--- src/hdl/lrs_pkg.sv ---
// lrs_pkg: shared types and constants of the lazy range add/assign/sum tree
// no dependencies; imported by the interfaces, the node memory, the tag
// multiplier and the top level
package lrs_pkg;

    localparam int SUM_W = 64;
    localparam int VAL_W = 32;
    localparam int POS_W = 10;
    localparam int CNT_W = 11;

    localparam logic [1:0] REQ_QUERY  = 2'd0;
    localparam logic [1:0] REQ_ADD    = 2'd1;
    localparam logic [1:0] REQ_ASSIGN = 2'd2;

    localparam logic STATUS_OK  = 1'b0;
    localparam logic STATUS_ERR = 1'b1;

    localparam logic [CNT_W-1:0] ELEMENT_COUNT_RESET = 11'd1024;

    // one tree node as held in the node memory
    typedef struct packed {
        logic [SUM_W-1:0] sum;
        logic [SUM_W-1:0] add;
        logic [VAL_W-1:0] asg;
        logic             flag;
    } node_rec_t;

    typedef struct packed {
        logic lo_en;
        logic hi_en;
    } mul_ctl_t;

    // where the walker stands within the work on one node
    typedef enum logic [2:0] {
        PH_COVER   = 3'd0,
        PH_PUSH_A  = 3'd1,
        PH_PUSH_B  = 3'd2,
        PH_CHILD_A = 3'd3,
        PH_CHILD_B = 3'd4,
        PH_DONE    = 3'd5
    } phase_t;

endpackage

--- src/hdl/lrs_tag_mul.sv ---
// lrs_tag_mul: 64-bit tag value times segment length, two 32-bit halves
// in turn, lower half first, both registered; depends on lrs_pkg
module lrs_tag_mul #(
    parameter int LEN_W = 11
) (
    input  logic                     clk,
    input  lrs_pkg::mul_ctl_t        ctl,
    input  logic [lrs_pkg::SUM_W-1:0] op,
    input  logic [LEN_W-1:0]         len,
    output logic [lrs_pkg::SUM_W-1:0] prod
);
    import lrs_pkg::*;

    localparam int PW = 32 + LEN_W;

    logic [PW-1:0]    lo_reg;
    logic [PW-1:0]    lo_full;
    logic [PW-1:0]    hi_full;
    logic [SUM_W-1:0] prod_reg;

    assign lo_full = op[31:0] * len;
    assign hi_full = op[63:32] * len;
    assign prod    = prod_reg;

    always_ff @(posedge clk)
    begin
        if (ctl.lo_en)
        begin
            lo_reg <= lo_full;
        end
        if (ctl.hi_en)
        begin
            // only the low half of the upper partial product survives mod 2^64
            prod_reg <= SUM_W'(lo_reg) + {hi_full[31:0], 32'd0};
        end
    end

endmodule

--- config.mk ---
export PLATFORM = sky130hd
export DESIGN_NAME = lrs_tag_mul
export DESIGN_NICKNAME = d
export VERILOG_FILES = /design/src/hdl/lrs_pkg.sv /design/src/hdl/lrs_tag_mul.sv
export SDC_FILE = /design/constraint.sdc
export NUM_CORES = 2
export LEC_CHECK = 0
export ABC_AREA = 1
export BUFFER_PORTS_ARGS = -buffer_cell sky130_fd_sc_hd__buf_4
export CORE_AREA = 2 2 271 273
export CTS_BUF_LIST = sky130_fd_sc_hd__clkbuf_4
export CTS_CLUSTER_SIZE = 14
export DETAILED_ROUTE_END_ITERATION = 10
export DIE_AREA = 0 0 273 275
export GPL_TIMING_DRIVEN = 0
export SLEW_MARGIN = 20
export SYNTH_ARGS = -nofsm -noshare
export SYNTH_HDL_FRONTEND = slang
export SYNTH_SLANG_ARGS = --single-unit
--- constraint.sdc ---
create_clock -name clk -period 13.4 [get_ports clk]
set_input_delay 1.34 -clock clk [delete_from_list [all_inputs] [get_ports clk]]
set_output_delay 1.34 -clock clk [all_outputs]
set_load 0.02 [all_outputs]
==> Yosys cells after proc, flatten, opt, wreduce, memory -nomap -nowiden <==
Index checks and enable logic that the tools add are counted.
{ "word_totals": {"ff_bits": 107, "latchBits": 0, "mem_bits_rw": 0, "rom_bits": 0, "elab_cells": 5, "n_memories": 0} }
{ "op_classes": {"addsub": 1, "multipliers": 2, "div_mod_pow": 0, "order_cmp": 0, "n_eq_ne": 0, "n_shift": 0, "muxes": 0, "n_bitwise": 0, "n_reduce_logical": 0} }
{ "ops": {"columns": ["cell", "n"], "rows": [
  ["adder 43 x 64 -> 64 bit", 1],
  ["multiplier 32 x 11 -> 43 bit", 1],
  ["multiplier 32 x 11 -> 32 bit", 1]
]} }

==> Depth between registers and ports, before layout <==
{ "logic_depth": {"depth_word": 2, "depth_mapped": 34, "ltp_nobuf": 31} }

==> Worst setup path before layout <==
No wires, ideal clock.
{ "synth_timing": {"path_kind": "in2reg", "from": "input len[5]", "to": "register prod_reg[55], in the netlist prod[55] (data pin)", "setup_ns": 0.259, "t_arrival_ns": 6.971, "t_required_ns": 13.141, "setup_slack_ns": 6.170, "stages": 31, "path_cell_list": "clkbuf_1 clkbuf_1 buf_1 nand2_1 fa_1 fa_1 fa_1 inv_1 fa_1 inv_1 fa_1 inv_1 ha_1 nand2_1 inv_1 nand2_1 nand2_1 inv_1 nand2_1 xor2_1 ha_1 nand2_1 nor2_1 nand3_1 nand2_1 nand3_2 nor2_4 nand3_2 nor2_4 nand2_1 xor2_1"} }
{ "synth_via": {"elab_chain_cells": 2} }
{ "synth_rtl": {"columns": ["element", "line_no", "text"], "rows": [
  ["start, declared", "lrs_tag_mul.sv:9", "input logic [LEN_W-1:0] len,"],
  ["multiplier 32 x 11 -> 32 bit", "lrs_tag_mul.sv:22", "assign hi_full = op[63:32] * len;"],
  ["adder 43 x 64 -> 64 bit", "lrs_tag_mul.sv:34", "prod_reg <= SUM_W'(lo_reg) + {hi_full[31:0], 32'd0};"],
  ["end signal, assigned", "lrs_tag_mul.sv:34", null],
  ["end, declared", "lrs_tag_mul.sv:19", "logic [SUM_W-1:0] prod_reg;"]
]} }
Every way passes these cells.
A chain may end at the register's enable or synchronous reset.

==> Worst setup path after layout <==
Same ends and word-level chain as after synthesis.

==> results.yml <==
synthesis:
  syn_avg_cell_area_sq_um: 7.80
  synth.ff_latch_count: 107
  synth_edf_count: 107
  synth_seq_area_share_pct: 12.8
  yosys_warnings: 0
  synth_common_cells: "1056 x nand2_1, 793 x inv_1, 489 x fa_1"
  synthCells: 3214
  yosys.cell_count.top_type: "nand2_1"
  synth_area_leaders: "fa_1 39%, nand2_1 16%, edfxtp_1 13%"
  synth.distinct_cells: 35
  syn_area_sq_um: 25100
  synthArstFlopShare_pct: 0
  synth_top_area_share_pct: 39.0
  synth_top_area_cell: "fa_1"
  synth.net_count: 3922
  ys.flop_type: "edfxtp_1"
setup_path:
  cp-end-kind: "register"
  critPathRequiredTime_ns: 13.76
  crit_top_cell: "nand2_1"
  worst_path_largest_cell_delay_ns: 0.77
  r2r_start: "lo_reg[37]"
  r2r-end: "prod[52]"
  slowest_stage: "clkbuf_1"
  cp_data_arrival_time_ns: 8.63
  worstRegToRegCells: 13
  crit_end: "prod[55]"
  cp_top_family: "adder cells"
  cp.depth: 31
  r2r_setup_slack_ns: 10.84
  cp_num_buf_inv: 8
  crit_type: "primary input to register"
  cp_max_fo: 10
  cp-startpoint: "len[5]"
  start_kind: "primary input"
drt:
  drtAntennaViolNets: 0
  dr.pass1.iters: 5
  drc: 0
  route.vias.total: 20600
  viasPerCell: 4.77
  post_drt_wl_per_cell_microns: 17.5
  drt_wl_total_microns: 75700
  drtIter0Drc: 1526
floorplan:
  start_util_pct: 34.7
  die_y_microns: 275
  die-width_microns: 273
  ioPinCount: 142
  fp-row-count: 99
  core_sq_um: 72300
  die-area_sq_um: 75100
sta:
  worst_pin_slew_ns: 1.06
  drv_slew: 0
  setup_tns_ns: 0
  setup_viol_count_final: 0
  hold_viol_final: 0
  fin_crit_sh_pct: 61.7
  finalCriticalPeriod_ns: 8.27
  max_freq_ghz: 0.121
  finClkSkew_ns: 0.0254
  rsz0062_at_grt: "false"
  slew-limit-headroom_pct: 29.5
cts:
  ctsLongestPathBuffers: 2
  hold_buffers: 0
  clockRootBuffer: "clkbuf_4"
  post_cts_buffers: 0
  cts_tree: "built"
  numCtsBuffers: 9
  worstSkewPairLatency_ns: 0.59
  cts_sinks: 107
  clk_pin_slew_ns: 0.20
  htreeDepth: 3
  cts-resized-gates: 0
grt:
  grt_max_degree: 65
  grt_first_pass_wirelength_microns: 118000
  grt_pass1_vias: 20800
  antenna_found_initial: 5
  track_usage_pct: 20.7
  grt_overflow: 0
placement:
  io_buffers: 130
  hpwl_microns: 64200
  gp_congestion: 0.920
  placed_cells: 4303
run_status:
  status: "completed"
finish:
  final_cells: 4322
  drive_above_1_share_pct: 5.42
  area_delta_synth_final_pct: 9.33
  nets: 4063
  largest_register_ff_count: 64
min_path:
  whs_path_depth: 0
  holdCritPathClass: "register to register"
flow_run:
  cap_viol_max_count: 0
## routing by layer
metal | vias to the layer above | global-route usage [%] | share of wire (%)
met4 | 4 | 5.00 | 2.2
li1 | 9666 | - | -
met1 | 10200 | 28.1 | 43
met3 | 97 | 3.43 | 7.1
met5 | - | 0 | 0.036
met2 | 701 | 34.5 | 47
## layout by cell type, fill, tap and decap left out, drive strengths merged, types with 9 or more instances in the layout
| cell type | n |
|---|---|
| edfxtp | 107 |
| nand3b | 9 |
| xnor2 | 12 |
| ha | 141 |
| a31oi | 14 |
| xor2 | 55 |
| nor2 | 129 |
| a21oi | 68 |
| nand2 | 1065 |
| nand4 | 37 |
| inv | 799 |
| buf | 144 |
| nand3 | 76 |
| o21ai | 40 |
| fa | 489 |
| clkbuf | 124 |
## how the worst min path moves through the flow
stage / start / end / slack (ns)
global route: lo_reg[5] / prod[5] / 0.44
global placement: lo_reg[10] / prod[10] / 0.40
detailed placement: lo_reg[6] / prod[6] / 0.40
finish: lo_reg[5] / prod[5] / 0.43
CTS: lo_reg[5] / prod[5] / 0.44
floorplan: lo_reg[0] / prod[0] / 0.40
## metrics by stage
stage | util [%] | hold slack [ns] | area [sq um] | setup WS, ns
2_1_floorplan | - | 0.400 | 25100 | 6.17
3_3_place_gp | 37.7 | 0.402 | 27200 | 4.64
3_5_place_dp | 37.7 | 0.405 | 27200 | 4.56
4_1_cts | 37.9 | 0.439 | 27400 | 5.22
5_1_grt | 37.9 | 0.444 | 27400 | 4.66
6_report | 37.9 | 0.433 | 27400 | 5.13
## worst register-to-register path, stage by stage (launching register included)
cell      delay, ns
edfxtp_1       0.44
ha_1           0.39
nand2_1        0.09
o21ai_0        0.23
nand2_1        0.08
nand3_1        0.13
nand2_1        0.07
nand2_1        0.09
nand2_1        0.10
nor2_2         0.19
nand2_2        0.11
nor2_4         0.18
xor2_1         0.18
inv_1          0.05
## area by class of cell
class | instances | area (sq um)
timing repair buffer | 130 | 976
clock inverter | 7 | 88.8
tap | 959 | 1200
inverter | 795 | 2980
antenna | 3 | 7.51
fill | 7626 | 44900
multi-input combinational | 2183 | 18400
clock buffer | 9 | 67.6
sequential | 107 | 3210
buffer | 129 | 484
## kinds of logic (layout without fill, tap and decap cells)
group | Yosys count | after routing | synth area share [%]
compound gates | 151 | 151 | 3.39
flops | 107 | 107 | 12.8
buf+inv | 924 | 1070 | 13.8
fa+ha+maj | 630 | 630 | 46.1
other cells | 0 | 3 | 0
simple gates | 1335 | 1335 | 21.5
xor+xnor | 67 | 67 | 2.37
Power is left out: the tool's default activity adds up to more than one toggle a clock period on the data nets, which glitch-free logic cannot reach.
